`src/rtl/rc5_pkg.sv`:
```
// ----------------------------------------------------------------------------
// RC5 package
// Shared constants, opcodes, register indexes, rotate helpers and the
// control struct passed from the top level to the round datapath.
// ----------------------------------------------------------------------------
package rc5_pkg;

   // Word size and default cipher geometry
   localparam int RC5_WORD_W          = 16;
   localparam int RC5_ROUNDS          = 12;
   localparam int RC5_KEY_BYTES       = 16;
   localparam int RC5_KEY_STORE_DEPTH = 8;
   localparam int RC5_KEY_ADDR_W      = $clog2(RC5_KEY_STORE_DEPTH);
   localparam int RC5_KEY_BITS        = 128;
   localparam int RC5_CSR_W           = 64;

   // Key schedule magic constants
   localparam logic [RC5_WORD_W-1:0] RC5_MAGIC_P = 16'hb7e1;
   localparam logic [RC5_WORD_W-1:0] RC5_MAGIC_Q = 16'h9e37;

   // Opcodes carried in tuser
   localparam logic OP_ENCRYPT = 1'b0;
   localparam logic OP_DECRYPT = 1'b1;

   // Configuration register indexes
   localparam logic CSR_KEY_LOW  = 1'b0;
   localparam logic CSR_KEY_HIGH = 1'b1;

   // Control from the top level to the round datapath
   typedef struct packed {
      logic start;     // begin a block using the latched payload
      logic decrypt;   // direction of the block
      logic res_take;  // finished result has been moved to the output stage
   } rc5_cmd_type;

   // Rotate left by the low four bits of the amount
   function automatic logic [RC5_WORD_W-1:0] rc5_rotl(input logic [RC5_WORD_W-1:0] x,
                                                     input logic [3:0] s);
      logic [2*RC5_WORD_W-1:0] d;
      d = {x, x} << s;
      return d[2*RC5_WORD_W-1:RC5_WORD_W];
   endfunction

   // Rotate right by the low four bits of the amount
   function automatic logic [RC5_WORD_W-1:0] rc5_rotr(input logic [RC5_WORD_W-1:0] x,
                                                     input logic [3:0] s);
      logic [2*RC5_WORD_W-1:0] d;
      d = {x, x} >> s;
      return d[RC5_WORD_W-1:0];
   endfunction

endpackage

```
`src/rtl/rc5_ram.sv`:
```
// ----------------------------------------------------------------------------
// RC5 generic RAM
// One write port and one read port, read data registered.
// ----------------------------------------------------------------------------
module rc5_ram #(
   parameter int WIDTH = 16,
   parameter int DEPTH = 8
) (
   input  logic                     clock,
   input  logic                     wr_en,
   input  logic [$clog2(DEPTH)-1:0] wr_addr,
   input  logic [WIDTH-1:0]         wr_data,
   input  logic [$clog2(DEPTH)-1:0] rd_addr,
   output logic [WIDTH-1:0]         rd_data
);

   logic [WIDTH-1:0] mem_ff [DEPTH];
   logic [WIDTH-1:0] rd_data_ff;

   // Write port
   always_ff @(posedge clock) begin
      if (wr_en) begin
         mem_ff[wr_addr] <= wr_data;
      end
   end

   // Registered read, old data on a same-address write
   always_ff @(posedge clock) begin
      rd_data_ff <= mem_ff[rd_addr];
   end

   assign rd_data = rd_data_ff;

endmodule

```
`src/rtl/rc5_sched.sv`:
```
// ----------------------------------------------------------------------------
// RC5 key schedule sequencer
// Seeds the subkey banks and the key word store, then runs the mixing
// steps as read / update A / update B over the two memories.
// ----------------------------------------------------------------------------
module rc5_sched #(
   parameter int ROUNDS    = rc5_pkg::RC5_ROUNDS,
   parameter int KEY_BYTES = rc5_pkg::RC5_KEY_BYTES
) (
   input  logic                               clock,
   input  logic                               reset,
   input  logic                               start,
   input  logic [rc5_pkg::RC5_CSR_W-1:0]      key_low,
   input  logic [rc5_pkg::RC5_CSR_W-1:0]      key_high,
   output logic [$clog2(ROUNDS+1)-1:0]        s_addr,
   output logic                               s_wr_even,
   output logic                               s_wr_odd,
   output logic [rc5_pkg::RC5_WORD_W-1:0]     s_wr_data,
   input  logic [rc5_pkg::RC5_WORD_W-1:0]     even_rdata,
   input  logic [rc5_pkg::RC5_WORD_W-1:0]     odd_rdata,
   output logic [rc5_pkg::RC5_KEY_ADDR_W-1:0] key_addr,
   output logic                               key_wr_en,
   output logic [rc5_pkg::RC5_WORD_W-1:0]     key_wr_data,
   input  logic [rc5_pkg::RC5_WORD_W-1:0]     key_rdata,
   output logic                               done
);
   import rc5_pkg::*;

   localparam int SUB_WORDS = 2 * ROUNDS + 2;
   localparam int KEY_WORDS = (KEY_BYTES + 1) / 2;
   localparam int INIT_N    = (SUB_WORDS > KEY_WORDS) ? SUB_WORDS : KEY_WORDS;
   localparam int STEPS     = 3 * INIT_N;
   localparam int SI_W      = $clog2(SUB_WORDS);
   localparam int STEP_W    = $clog2(STEPS);
   localparam logic [RC5_KEY_BITS-1:0] KEY_MASK =
      {RC5_KEY_BITS{1'b1}} >> (RC5_KEY_BITS - 8 * KEY_BYTES);

   localparam logic [2:0] SC_IDLE = 3'd0;
   localparam logic [2:0] SC_INIT = 3'd1;
   localparam logic [2:0] SC_READ = 3'd2;
   localparam logic [2:0] SC_MIXA = 3'd3;
   localparam logic [2:0] SC_MIXB = 3'd4;

   logic [2:0]                state_ff, state_in;
   logic [SI_W-1:0]           si_ff, si_in;
   logic [RC5_KEY_ADDR_W-1:0] ki_ff, ki_in;
   logic [STEP_W-1:0]         step_ff, step_in;
   logic [RC5_WORD_W-1:0]     acc_ff, acc_in;
   logic [RC5_WORD_W-1:0]     a_ff, a_in;
   logic [RC5_WORD_W-1:0]     b_ff, b_in;

   logic [RC5_KEY_BITS-1:0]   key_all;
   logic [RC5_WORD_W-1:0]     key_word;
   logic [RC5_WORD_W-1:0]     s_rdata;
   logic [RC5_WORD_W-1:0]     ab_sum;
   logic [RC5_WORD_W-1:0]     a_sum;
   logic [RC5_WORD_W-1:0]     b_sum;
   logic [RC5_WORD_W-1:0]     a_mix;
   logic [RC5_WORD_W-1:0]     b_mix;
   logic                      s_wr;
   logic                      init_last;
   logic                      mix_last;
   logic [SI_W-1:0]           si_next;
   logic [RC5_KEY_ADDR_W-1:0] ki_next;

   // Pick the key word for the initial fill, unused bytes read as zero
   assign key_all  = {key_high, key_low} & KEY_MASK;
   assign key_word = key_all[{ki_ff, 4'b0000} +: RC5_WORD_W];

   // Mixing arithmetic
   assign s_rdata = si_ff[0] ? odd_rdata : even_rdata;
   assign ab_sum  = a_ff + b_ff;
   assign a_sum   = s_rdata + ab_sum;
   assign b_sum   = key_rdata + ab_sum;
   assign a_mix   = rc5_rotl(a_sum, 4'd3);
   assign b_mix   = rc5_rotl(b_sum, ab_sum[3:0]);

   assign init_last = (step_ff == STEP_W'(INIT_N - 1));
   assign mix_last  = (step_ff == STEP_W'(STEPS - 1));
   assign si_next   = (si_ff == SI_W'(SUB_WORDS - 1)) ? '0 : si_ff + 1'b1;
   assign ki_next   = (ki_ff == RC5_KEY_ADDR_W'(KEY_WORDS - 1)) ? '0 : ki_ff + 1'b1;

   // Memory ports
   assign s_wr        = ((state_ff == SC_INIT) && (step_ff < STEP_W'(SUB_WORDS))) ||
                        (state_ff == SC_MIXA);
   assign s_addr      = si_ff[SI_W-1:1];
   assign s_wr_even   = s_wr && !si_ff[0];
   assign s_wr_odd    = s_wr && si_ff[0];
   assign s_wr_data   = (state_ff == SC_INIT) ? acc_ff : a_mix;
   assign key_addr    = ki_ff;
   assign key_wr_en   = ((state_ff == SC_INIT) && (step_ff < STEP_W'(KEY_WORDS))) ||
                        (state_ff == SC_MIXB);
   assign key_wr_data = (state_ff == SC_INIT) ? key_word : b_mix;
   assign done        = (state_ff == SC_MIXB) && mix_last;

   // Sequence the fill and the mixing steps
   always_comb begin
      state_in = state_ff;
      si_in    = si_ff;
      ki_in    = ki_ff;
      step_in  = step_ff;
      acc_in   = acc_ff;
      a_in     = a_ff;
      b_in     = b_ff;
      unique case (state_ff)
         SC_IDLE: begin
            if (start) begin
               state_in = SC_INIT;
               si_in    = '0;
               ki_in    = '0;
               step_in  = '0;
               acc_in   = RC5_MAGIC_P;
            end
         end
         SC_INIT: begin
            acc_in = acc_ff + RC5_MAGIC_Q;
            if (init_last) begin
               state_in = SC_READ;
               si_in    = '0;
               ki_in    = '0;
               step_in  = '0;
               a_in     = '0;
               b_in     = '0;
            end else begin
               si_in   = si_next;
               ki_in   = ki_next;
               step_in = step_ff + 1'b1;
            end
         end
         SC_READ: begin
            state_in = SC_MIXA;
         end
         SC_MIXA: begin
            a_in     = a_mix;
            state_in = SC_MIXB;
         end
         SC_MIXB: begin
            b_in    = b_mix;
            si_in   = si_next;
            ki_in   = ki_next;
            step_in = step_ff + 1'b1;
            state_in = mix_last ? SC_IDLE : SC_READ;
         end
         default: begin
            state_in = SC_IDLE;
         end
      endcase
   end

   // Hold control state, payload registers carry no reset
   always_ff @(posedge clock) begin
      if (reset) begin
         state_ff <= SC_IDLE;
      end else begin
         state_ff <= state_in;
      end
   end

   always_ff @(posedge clock) begin
      si_ff   <= si_in;
      ki_ff   <= ki_in;
      step_ff <= step_in;
      acc_ff  <= acc_in;
      a_ff    <= a_in;
      b_ff    <= b_in;
   end

endmodule

```
`src/rtl/rc5_core.sv`:
```
// ----------------------------------------------------------------------------
// RC5 round datapath
// One full round per cycle, subkeys streamed from the even and odd banks
// one address ahead of the data.
// ----------------------------------------------------------------------------
module rc5_core #(
   parameter int ROUNDS = rc5_pkg::RC5_ROUNDS
) (
   input  logic                           clock,
   input  logic                           reset,
   input  rc5_pkg::rc5_cmd_type           cmd,
   input  logic [rc5_pkg::RC5_WORD_W-1:0] in_a,
   input  logic [rc5_pkg::RC5_WORD_W-1:0] in_b,
   input  logic [rc5_pkg::RC5_WORD_W-1:0] key_even,
   input  logic [rc5_pkg::RC5_WORD_W-1:0] key_odd,
   output logic [$clog2(ROUNDS+1)-1:0]    rd_addr,
   output logic                           res_valid,
   output logic [rc5_pkg::RC5_WORD_W-1:0] out_a,
   output logic [rc5_pkg::RC5_WORD_W-1:0] out_b
);
   import rc5_pkg::*;

   localparam int BA_W = $clog2(ROUNDS + 1);

   localparam logic [1:0] CS_IDLE = 2'd0;
   localparam logic [1:0] CS_WAIT = 2'd1;
   localparam logic [1:0] CS_RUN  = 2'd2;
   localparam logic [1:0] CS_DONE = 2'd3;

   logic [1:0]            state_ff, state_in;
   logic                  dec_ff, dec_in;
   logic [BA_W-1:0]       cnt_ff, cnt_in;
   logic [BA_W-1:0]       addr_ff, addr_in;
   logic [RC5_WORD_W-1:0] a_ff, a_in;
   logic [RC5_WORD_W-1:0] b_ff, b_in;

   logic                  first;
   logic                  last;
   logic                  addr_step;
   logic [BA_W-1:0]       addr_next;
   logic [RC5_WORD_W-1:0] enc_a, enc_b;
   logic [RC5_WORD_W-1:0] dec_a, dec_b;
   logic [RC5_WORD_W-1:0] rnd_a, rnd_b;

   assign first     = (cnt_ff == '0);
   assign last      = (cnt_ff == BA_W'(ROUNDS));
   assign addr_step = (cnt_ff < BA_W'(ROUNDS - 1));
   assign addr_next = dec_ff ? addr_ff - 1'b1 : addr_ff + 1'b1;

   // Encrypt: whiten on the first data cycle, a round otherwise
   always_comb begin
      if (first) begin
         enc_a = a_ff + key_even;
         enc_b = b_ff + key_odd;
      end else begin
         enc_a = rc5_rotl(a_ff ^ b_ff, b_ff[3:0]) + key_even;
         enc_b = rc5_rotl(b_ff ^ enc_a, enc_a[3:0]) + key_odd;
      end
   end

   // Decrypt: inverse round, then remove the whitening on the last cycle
   always_comb begin
      if (last) begin
         dec_b = b_ff - key_odd;
         dec_a = a_ff - key_even;
      end else begin
         dec_b = rc5_rotr(b_ff - key_odd, a_ff[3:0]) ^ a_ff;
         dec_a = rc5_rotr(a_ff - key_even, dec_b[3:0]) ^ dec_b;
      end
   end

   assign rnd_a = dec_ff ? dec_a : enc_a;
   assign rnd_b = dec_ff ? dec_b : enc_b;

   // Sequence one block
   always_comb begin
      state_in = state_ff;
      dec_in   = dec_ff;
      cnt_in   = cnt_ff;
      addr_in  = addr_ff;
      a_in     = a_ff;
      b_in     = b_ff;
      unique case (state_ff)
         CS_IDLE: begin
            if (cmd.start) begin
               state_in = CS_WAIT;
               dec_in   = cmd.decrypt;
               cnt_in   = '0;
               addr_in  = (cmd.decrypt == OP_DECRYPT) ? BA_W'(ROUNDS) : '0;
               a_in     = in_a;
               b_in     = in_b;
            end
         end
         CS_WAIT: begin
            addr_in  = addr_next;
            state_in = CS_RUN;
         end
         CS_RUN: begin
            a_in = rnd_a;
            b_in = rnd_b;
            if (last) begin
               state_in = CS_DONE;
            end else begin
               cnt_in = cnt_ff + 1'b1;
               if (addr_step) begin
                  addr_in = addr_next;
               end
            end
         end
         CS_DONE: begin
            if (cmd.res_take) begin
               state_in = CS_IDLE;
            end
         end
         default: begin
            state_in = CS_IDLE;
         end
      endcase
   end

   always_ff @(posedge clock) begin
      if (reset) begin
         state_ff <= CS_IDLE;
      end else begin
         state_ff <= state_in;
      end
   end

   always_ff @(posedge clock) begin
      dec_ff  <= dec_in;
      cnt_ff  <= cnt_in;
      addr_ff <= addr_in;
      a_ff    <= a_in;
      b_ff    <= b_in;
   end

   assign rd_addr   = addr_ff;
   assign res_valid = (state_ff == CS_DONE);
   assign out_a     = a_ff;
   assign out_b     = b_ff;

endmodule

```
`src/rtl/rc5_16_block_cipher_top.sv`:
```
// ----------------------------------------------------------------------------
// RC5-16 block cipher top level
// Stream channels for blocks in and results out, key registers, subkey
// memories (even and odd banks) and the key word store.
// ----------------------------------------------------------------------------
// Usage:
//   csr_*  : key_low (index 0) and key_high (index 1), 64 bits each. Write
//            only while idle; any key write forces a fresh key expansion.
//   req_*  : one block per transaction, tdata = {in_b, in_a}, tuser = opcode
//            (0 encrypt, 1 decrypt).
//   rsp_*  : one result per block, tdata = {out_b, out_a}.
// An accepted block passes the GO state and the datapath's wait and run
//   states, then its result moves to the output register; a new block is
//   taken only after that move. The round datapath does one full round
//   per cycle, fed by the two subkey banks read in parallel.
// The first block after reset or a key write first runs the key schedule:
//   a fill over the subkeys or key words, whichever are more, then the
//   mixing steps, each a read, an update of A and an update of B.
// Reset clears the channels and marks the schedule as not run; memories
//   are not cleared, they are always written before they are read.
// A stalled rsp_tready holds the result in the output register; the next
//   block is still accepted and runs up to its own result, then waits.
// ----------------------------------------------------------------------------
module rc5_16_block_cipher_top #(
   parameter int ROUNDS    = rc5_pkg::RC5_ROUNDS,
   parameter int KEY_BYTES = rc5_pkg::RC5_KEY_BYTES
) (
   input  logic                          clock,
   input  logic                          reset,
   // Configuration write channel
   input  logic                          csr_valid,
   output logic                          csr_ready,
   input  logic                          csr_index,
   input  logic [rc5_pkg::RC5_CSR_W-1:0] csr_data,
   // Block input channel
   input  logic                          req_tvalid,
   output logic                          req_tready,
   input  logic [31:0]                   req_tdata,   // in_a [15:0], in_b [31:16]
   input  logic                          req_tuser,   // opcode [0]
   // Result channel
   output logic                          rsp_tvalid,
   input  logic                          rsp_tready,
   output logic [31:0]                   rsp_tdata    // out_a [15:0], out_b [31:16]
);
   import rc5_pkg::*;

   localparam int BANK_DEPTH = ROUNDS + 1;
   localparam int BA_W       = $clog2(BANK_DEPTH);

   localparam logic [1:0] TS_IDLE  = 2'd0;
   localparam logic [1:0] TS_SCHED = 2'd1;
   localparam logic [1:0] TS_GO    = 2'd2;
   localparam logic [1:0] TS_RUN   = 2'd3;

   logic [1:0]            state_ff, state_in;
   logic                  ready_ff, ready_in;
   logic [RC5_CSR_W-1:0]  key_low_ff, key_low_in;
   logic [RC5_CSR_W-1:0]  key_high_ff, key_high_in;
   logic                  op_ff;
   logic [RC5_WORD_W-1:0] blk_a_ff;
   logic [RC5_WORD_W-1:0] blk_b_ff;
   logic                  rsp_valid_ff, rsp_valid_in;
   logic [31:0]           rsp_data_ff;

   logic                  req_fire;
   logic                  csr_fire;
   logic                  out_free;
   logic                  res_move;
   rc5_cmd_type           cmd;

   // Scheduler and memory wiring
   logic                      sched_start;
   logic                      sched_done;
   logic [BA_W-1:0]           sched_s_addr;
   logic                      s_wr_even;
   logic                      s_wr_odd;
   logic [RC5_WORD_W-1:0]     s_wr_data;
   logic [RC5_KEY_ADDR_W-1:0] key_addr;
   logic                      key_wr_en;
   logic [RC5_WORD_W-1:0]     key_wr_data;
   logic [RC5_WORD_W-1:0]     even_rdata;
   logic [RC5_WORD_W-1:0]     odd_rdata;
   logic [RC5_WORD_W-1:0]     key_rdata;
   logic [BA_W-1:0]           core_addr;
   logic [BA_W-1:0]           bank_rd_addr;
   logic                      core_valid;
   logic [RC5_WORD_W-1:0]     core_a;
   logic [RC5_WORD_W-1:0]     core_b;

   // Handshakes
   assign csr_ready  = 1'b1;
   assign csr_fire   = csr_valid && csr_ready;
   assign req_tready = (state_ff == TS_IDLE);
   assign req_fire   = req_tvalid && req_tready;
   assign out_free   = !rsp_valid_ff || rsp_tready;
   assign res_move   = (state_ff == TS_RUN) && core_valid && out_free;

   assign sched_start = req_fire && !ready_ff;
   assign cmd.start    = (state_ff == TS_GO);
   assign cmd.decrypt  = op_ff;
   assign cmd.res_take = res_move;

   // Key registers and schedule status
   always_comb begin
      key_low_in  = key_low_ff;
      key_high_in = key_high_ff;
      ready_in    = ready_ff;
      if (sched_done) begin
         ready_in = 1'b1;
      end
      if (csr_fire) begin
         unique case (csr_index)
            CSR_KEY_LOW: begin
               key_low_in = csr_data;
               ready_in   = 1'b0;
            end
            CSR_KEY_HIGH: begin
               key_high_in = csr_data;
               ready_in    = 1'b0;
            end
            default: begin
               ready_in = ready_ff;
            end
         endcase
      end
   end

   // Block sequencing
   always_comb begin
      state_in = state_ff;
      unique case (state_ff)
         TS_IDLE: begin
            if (req_fire) begin
               state_in = ready_ff ? TS_GO : TS_SCHED;
            end
         end
         TS_SCHED: begin
            if (sched_done) begin
               state_in = TS_GO;
            end
         end
         TS_GO: begin
            state_in = TS_RUN;
         end
         TS_RUN: begin
            if (res_move) begin
               state_in = TS_IDLE;
            end
         end
         default: begin
            state_in = TS_IDLE;
         end
      endcase
   end

   // Output register
   always_comb begin
      rsp_valid_in = rsp_valid_ff;
      if (rsp_valid_ff && rsp_tready) begin
         rsp_valid_in = 1'b0;
      end
      if (res_move) begin
         rsp_valid_in = 1'b1;
      end
   end

   always_ff @(posedge clock) begin
      if (reset) begin
         state_ff     <= TS_IDLE;
         ready_ff     <= 1'b0;
         key_low_ff   <= '0;
         key_high_ff  <= '0;
         rsp_valid_ff <= 1'b0;
      end else begin
         state_ff     <= state_in;
         ready_ff     <= ready_in;
         key_low_ff   <= key_low_in;
         key_high_ff  <= key_high_in;
         rsp_valid_ff <= rsp_valid_in;
      end
   end

   // Capture the block payload and the result
   always_ff @(posedge clock) begin
      if (req_fire) begin
         op_ff    <= req_tuser;
         blk_a_ff <= req_tdata[15:0];
         blk_b_ff <= req_tdata[31:16];
      end
      if (res_move) begin
         rsp_data_ff <= {core_b, core_a};
      end
   end

   assign rsp_tvalid = rsp_valid_ff;
   assign rsp_tdata  = rsp_data_ff;

   // Subkey banks are shared: scheduler while it runs, datapath otherwise
   assign bank_rd_addr = (state_ff == TS_SCHED) ? sched_s_addr : core_addr;

   rc5_sched #(
      .ROUNDS    (ROUNDS),
      .KEY_BYTES (KEY_BYTES)
   ) u_sched (
      .clock       (clock),
      .reset       (reset),
      .start       (sched_start),
      .key_low     (key_low_ff),
      .key_high    (key_high_ff),
      .s_addr      (sched_s_addr),
      .s_wr_even   (s_wr_even),
      .s_wr_odd    (s_wr_odd),
      .s_wr_data   (s_wr_data),
      .even_rdata  (even_rdata),
      .odd_rdata   (odd_rdata),
      .key_addr    (key_addr),
      .key_wr_en   (key_wr_en),
      .key_wr_data (key_wr_data),
      .key_rdata   (key_rdata),
      .done        (sched_done)
   );

   rc5_ram #(
      .WIDTH (RC5_WORD_W),
      .DEPTH (BANK_DEPTH)
   ) u_even_bank (
      .clock   (clock),
      .wr_en   (s_wr_even),
      .wr_addr (sched_s_addr),
      .wr_data (s_wr_data),
      .rd_addr (bank_rd_addr),
      .rd_data (even_rdata)
   );

   rc5_ram #(
      .WIDTH (RC5_WORD_W),
      .DEPTH (BANK_DEPTH)
   ) u_odd_bank (
      .clock   (clock),
      .wr_en   (s_wr_odd),
      .wr_addr (sched_s_addr),
      .wr_data (s_wr_data),
      .rd_addr (bank_rd_addr),
      .rd_data (odd_rdata)
   );

   rc5_ram #(
      .WIDTH (RC5_WORD_W),
      .DEPTH (RC5_KEY_STORE_DEPTH)
   ) u_key_store (
      .clock   (clock),
      .wr_en   (key_wr_en),
      .wr_addr (key_addr),
      .wr_data (key_wr_data),
      .rd_addr (key_addr),
      .rd_data (key_rdata)
   );

   rc5_core #(
      .ROUNDS (ROUNDS)
   ) u_core (
      .clock     (clock),
      .reset     (reset),
      .cmd       (cmd),
      .in_a      (blk_a_ff),
      .in_b      (blk_b_ff),
      .key_even  (even_rdata),
      .key_odd   (odd_rdata),
      .rd_addr   (core_addr),
      .res_valid (core_valid),
      .out_a     (core_a),
      .out_b     (core_b)
   );

endmodule

```
`config.mk`:
```
export PLATFORM = sky130hd
export DESIGN_NAME = rc5_16_block_cipher_top
export DESIGN_NICKNAME = d
export VERILOG_FILES = /design/src/rtl/rc5_pkg.sv /design/src/rtl/rc5_ram.sv /design/src/rtl/rc5_sched.sv /design/src/rtl/rc5_core.sv /design/src/rtl/rc5_16_block_cipher_top.sv
export SDC_FILE = /design/constraint.sdc
export NUM_CORES = 2
export LEC_CHECK = 0
export BUFFER_PORTS_ARGS = -buffer_cell sky130_fd_sc_hd__buf_4
export CAP_MARGIN = 20
export CORE_MARGIN = 2
export CORE_UTILIZATION = 55
export CTS_CLUSTER_SIZE = 30
export DETAILED_ROUTE_END_ITERATION = 8
export GPL_ROUTABILITY_DRIVEN = 0
export PLACE_DENSITY = 0.77
export SLEW_MARGIN = 20
export SYNTH_ARGS = -nofsm -noshare
export SYNTH_HDL_FRONTEND = slang
export SYNTH_SLANG_ARGS = --single-unit
```
`constraint.sdc`:
```
create_clock -name clock -period 7.7 [get_ports clock]
set_clock_uncertainty 0.1 [all_clocks]
set_input_delay 1.54 -clock clock [delete_from_list [all_inputs] [get_ports clock]]
set_output_delay 1.54 -clock clock [all_outputs]
set_load 0.03 [all_outputs]
```
==> impl_summary.md <==
Global routing
For met3 alone, demand over resource in global routing was under 10%. Global routing consumed, over all layers together, 29.6% of the routing resources. The met2 usage is about 45%. The initial antenna violation count was 6. The number of global-route vias before repair came to 31.5k. The first global-routing pass estimated 193,000 µm of wire.

Global routing finished with a remaining overflow of 0. The global routing stage identified its most utilized layer as met2. The largest net degree at the start of global routing is approximately 90. For this run, global-route usage on met1 was measured as 41.7%.

Floorplanning
The area of the placeable core is between 80,000 and 90,000 µm². The die footprint is 85,600 µm². The effective utilization at floorplan is a little under three fifths.

The I/O pin total is ~140. The floorplan step set the die height to approximately 290 µm. The die width is 293 µm.

The floorplan has ~110 rows.

Critical path
The kind of start point of the critical path is a flip-flop. Along the worst path, the maximum fanout reaches 6. The slowest stage of the critical path is the edfxtp_1 cell. The sort of element at the end of the critical path is a flip-flop.

The kind of critical path is flip-flop to flip-flop. The most prevalent standard cell on the critical path is a21oi_2. The worst path required time is about 8 ns. On the worst path, the slowest cell contributes a delay of roughly 0.50 ns. Data on the critical path arrives at its endpoint at a little under 8 ns.

Detailed routing
The starting DRC count in detailed routing is about 4.4k. Wires add up to 130,000 µm. The routed length per placed instance is around 25 µm. The number of DRC violations after detailed routing is 0. The post-detailed-route count of antenna-violating nets is 0. The first detailed-routing pass ran for 8 iterations.

In the routed layout, each cell is associated on average with a via count of between 6 and 7. Summing over every cut layer, the via total after detailed routing is 34.1k.

Final layout
After the last flow step, the layout net total stands at 4,387. From synthesis to final layout, the design area changed by 13.6%. The area occupied by registers is 25,100 µm².

After filler insertion, the fill cell instance count of the layout stands at between 6k and 7k. The area of the multi-input gates is roughly 20,000 µm². The final core utilization is 63.3%. Of the cells placed in the final design, the portion with a size suffix greater than 1 is approximately 16%. The finished cells cover 52,100 µm².

Synth
The count of state elements after synthesis is between 800 and 900. The mapped cell area is ~46,000 µm². By area the synthesized netlist is led by edfxtp_1 47%, dfxtp_1 8.1%, mux4_2 6.0%. The netlist uses 94 different library cells. Counting every net in the synthesized netlist gives 4,232.

After synthesis, the most frequently instantiated cells are 713 x edfxtp_1, 529 x nand2_1, 332 x a21oi_1. The average footprint of a synthesized cell is 11.5 µm². The post-synthesis instance total is 3,975. Yosys mapped a number of flops with a built-in enable equal to around 710. The most frequent cell after synthesis is edfxtp_1. Counting flops with an async set or reset pin after synthesis yields a share of 0%. The top flip-flop cell by instance count after synthesis is edfxtp_1.

The largest total area in the synthesized netlist belongs to edfxtp_1. The number of warnings printed during yosys synthesis is 0. Of the post-synthesis cell area, the dominant cell type holds 46.7%.

After synthesis, flip-flops and latches occupy 54.8% of the total area.

Placed design
The placed instances occupy a cell area of around 50,000 µm². The HPWL reported at the end of detailed placement is 87,100 µm. The number of input and output port buffers inserted is around 140.

Hold path
The min-delay analysis places its worst path in the category flip-flop to flip-flop.

STA
The worst slew margin relative to its limit is between 20% and 30%. The count of pins over their slew limit was 0. Counting I/O delays and the setup requirement, the final critical path takes 7.50 ns.

The achievable frequency is 133 MHz. The final setup TNS is 0 ns. The post-route fraction of the period consumed by the critical path is 97.5%. For the pin with the worst max-slew slack, the measured transition is roughly 1.1 ns.

Across all hold checks on the routed design, the worst slack comes to between 0.3 and 0.4 ns. Setup violations remaining at the end of the flow were counted as 0. The final count of hold timing violations is 0.

Outcome
The flow ran to the end, and the final reports show no timing, DRC or antenna violations.

Clock tree
The number of H-tree levels is 3. The count of hold-fix buffers inserted at cts is 0. The maximum root-to-sink buffer count is 3.

TritonCTS created 92 clock buffers. The latest clock arrival within the worst-skew pair is around 0.69 ns. The tree is rooted in a clkbuf_16. The CTS tree is yes. The clock-pin slew of the registers on the worst-case setup and hold paths is roughly 0.06 ns. The total number of clock tree sinks is between 800 and 900.

Run
The max capacitance violation total is 0.
[worst paths after layout]
kind,startpoint,end,slack (ns),depth (start not counted)
worst max-delay path,u_core.out_b[0]$_DFFE_PP_,u_core.out_b[15]$_DFFE_PP_,0.20,37
worst min-delay path,key_low_ff[34]$_SDFFE_PP0P_,key_low_ff[34]$_SDFFE_PP0P_,0.35,2
worst max register to register,u_core.out_b[0]$_DFFE_PP_,u_core.out_b[15]$_DFFE_PP_,0.20,37
worst min register to register,key_low_ff[34]$_SDFFE_PP0P_,key_low_ff[34]$_SDFFE_PP0P_,0.35,2
[area by class of cell]
class,instances,share of cell area (%)
diodes,3,0.0144
clock buffers,120,4.72
inverters,124,0.904
multi-input cells,2717,38.0
repair buffers,296,4.32
repair inverters,1,0.00961
flip-flops and latches,898,48.2
clock inverters,52,1.24
well taps,1070,2.57
[stage by stage]
| stage | setup slack, ns | std cells |
|---|---|---|
| floorplan | 0.00974 | 3975 |
| global placement | 0.0671 | 5089 |
| detailed placement | -0.176 | 5089 |
| CTS | 0.000465 | 5261 |
| global route | -0.179 | 5281 |
| finish | 0.196 | 5281 |
[flip-flops by register name (all words and copies together) (netlist names), 4 cells and up]
name / cells
u_odd_bank.mem_ff: 208
u_sched.b_ff: 16
u_sched.acc_ff: 16
u_odd_bank.rd_data: 16
u_key_store.mem_ff: 128
u_core.cnt_ff: 4
blk_b_ff: 16
u_sched.si_ff: 5
key_high_ff: 64
blk_a_ff: 16
u_core.out_b: 16
u_core.out_a: 16
key_low_ff: 64
u_sched.a_ff: 16
u_core.rd_addr: 4
u_key_store.rd_data: 16
u_even_bank.rd_data: 16
u_even_bank.mem_ff: 208
u_sched.step_ff: 7
rsp_tdata: 32
[critical path: cells and delay by family, from the launching register on]
kind / cells / cell delay, ns
AO/OA/AOI/OAI: 20 / 3.20
multiplexers: 4 / 1.09
buffers and inverters: 3 / 0.36
AND/OR/NAND/NOR: 4 / 0.66
adder cells (fa/ha/maj): 3 / 0.83
flip-flops: 1 / 0.50
XOR/XNOR: 3 / 0.51
[cells in the final DEF, fill, tap and decap left out, types with 23 or more instances in the layout]
| master | count |
|---|---|
| clkbuf_1 | 23 |
| inv_1 | 118 |
| edfxtp_1 | 713 |
| dfxtp_1 | 185 |
| a31oi_1 | 53 |
| nand3_1 | 45 |
| mux4_2 | 122 |
| nor2b_1 | 42 |
| nor3_1 | 44 |
| a21oi_1 | 316 |
| ha_1 | 142 |
| buf_4 | 293 |
| clkbuf_16 | 92 |
| xnor2_1 | 117 |
| xor2_1 | 60 |
| mux2i_1 | 146 |
| o21ai_0 | 136 |
| a221oi_1 | 23 |
| mux2_2 | 28 |
| a22oi_1 | 53 |
| a211oi_1 | 62 |
| nand2_1 | 527 |
| a21o_1 | 47 |
| nor2_1 | 267 |
| and2_1 | 50 |
[repair_timing]
action,CTS,global route
pin swaps,0,35
gates cloned,0,1
setup buffers,0,16
endpoints found under the setup margin,3,5
gates resized for setup,7,59
[cells by family after synthesis]
group | count (synthesis) | share of synthesized area (%)
simple gates | 1106 | 10.6
compound gates | 966 | 13.5
flops | 898 | 54.8
buf+inv | 360 | 3.03
mux | 304 | 10.1
xor+xnor | 186 | 3.65
fa+ha+maj | 154 | 4.35
other cells | 1 | 0.00818
[metal layers]
layer,part of all wire (%),wire [µm]
met1,39,51400
met2,45,58200
met3,11,13700
met4,5.3,6860
met5,0,0
Power is not shown: default switching activity piles up to over one toggle a cycle in this logic, so the estimate is an artifact.
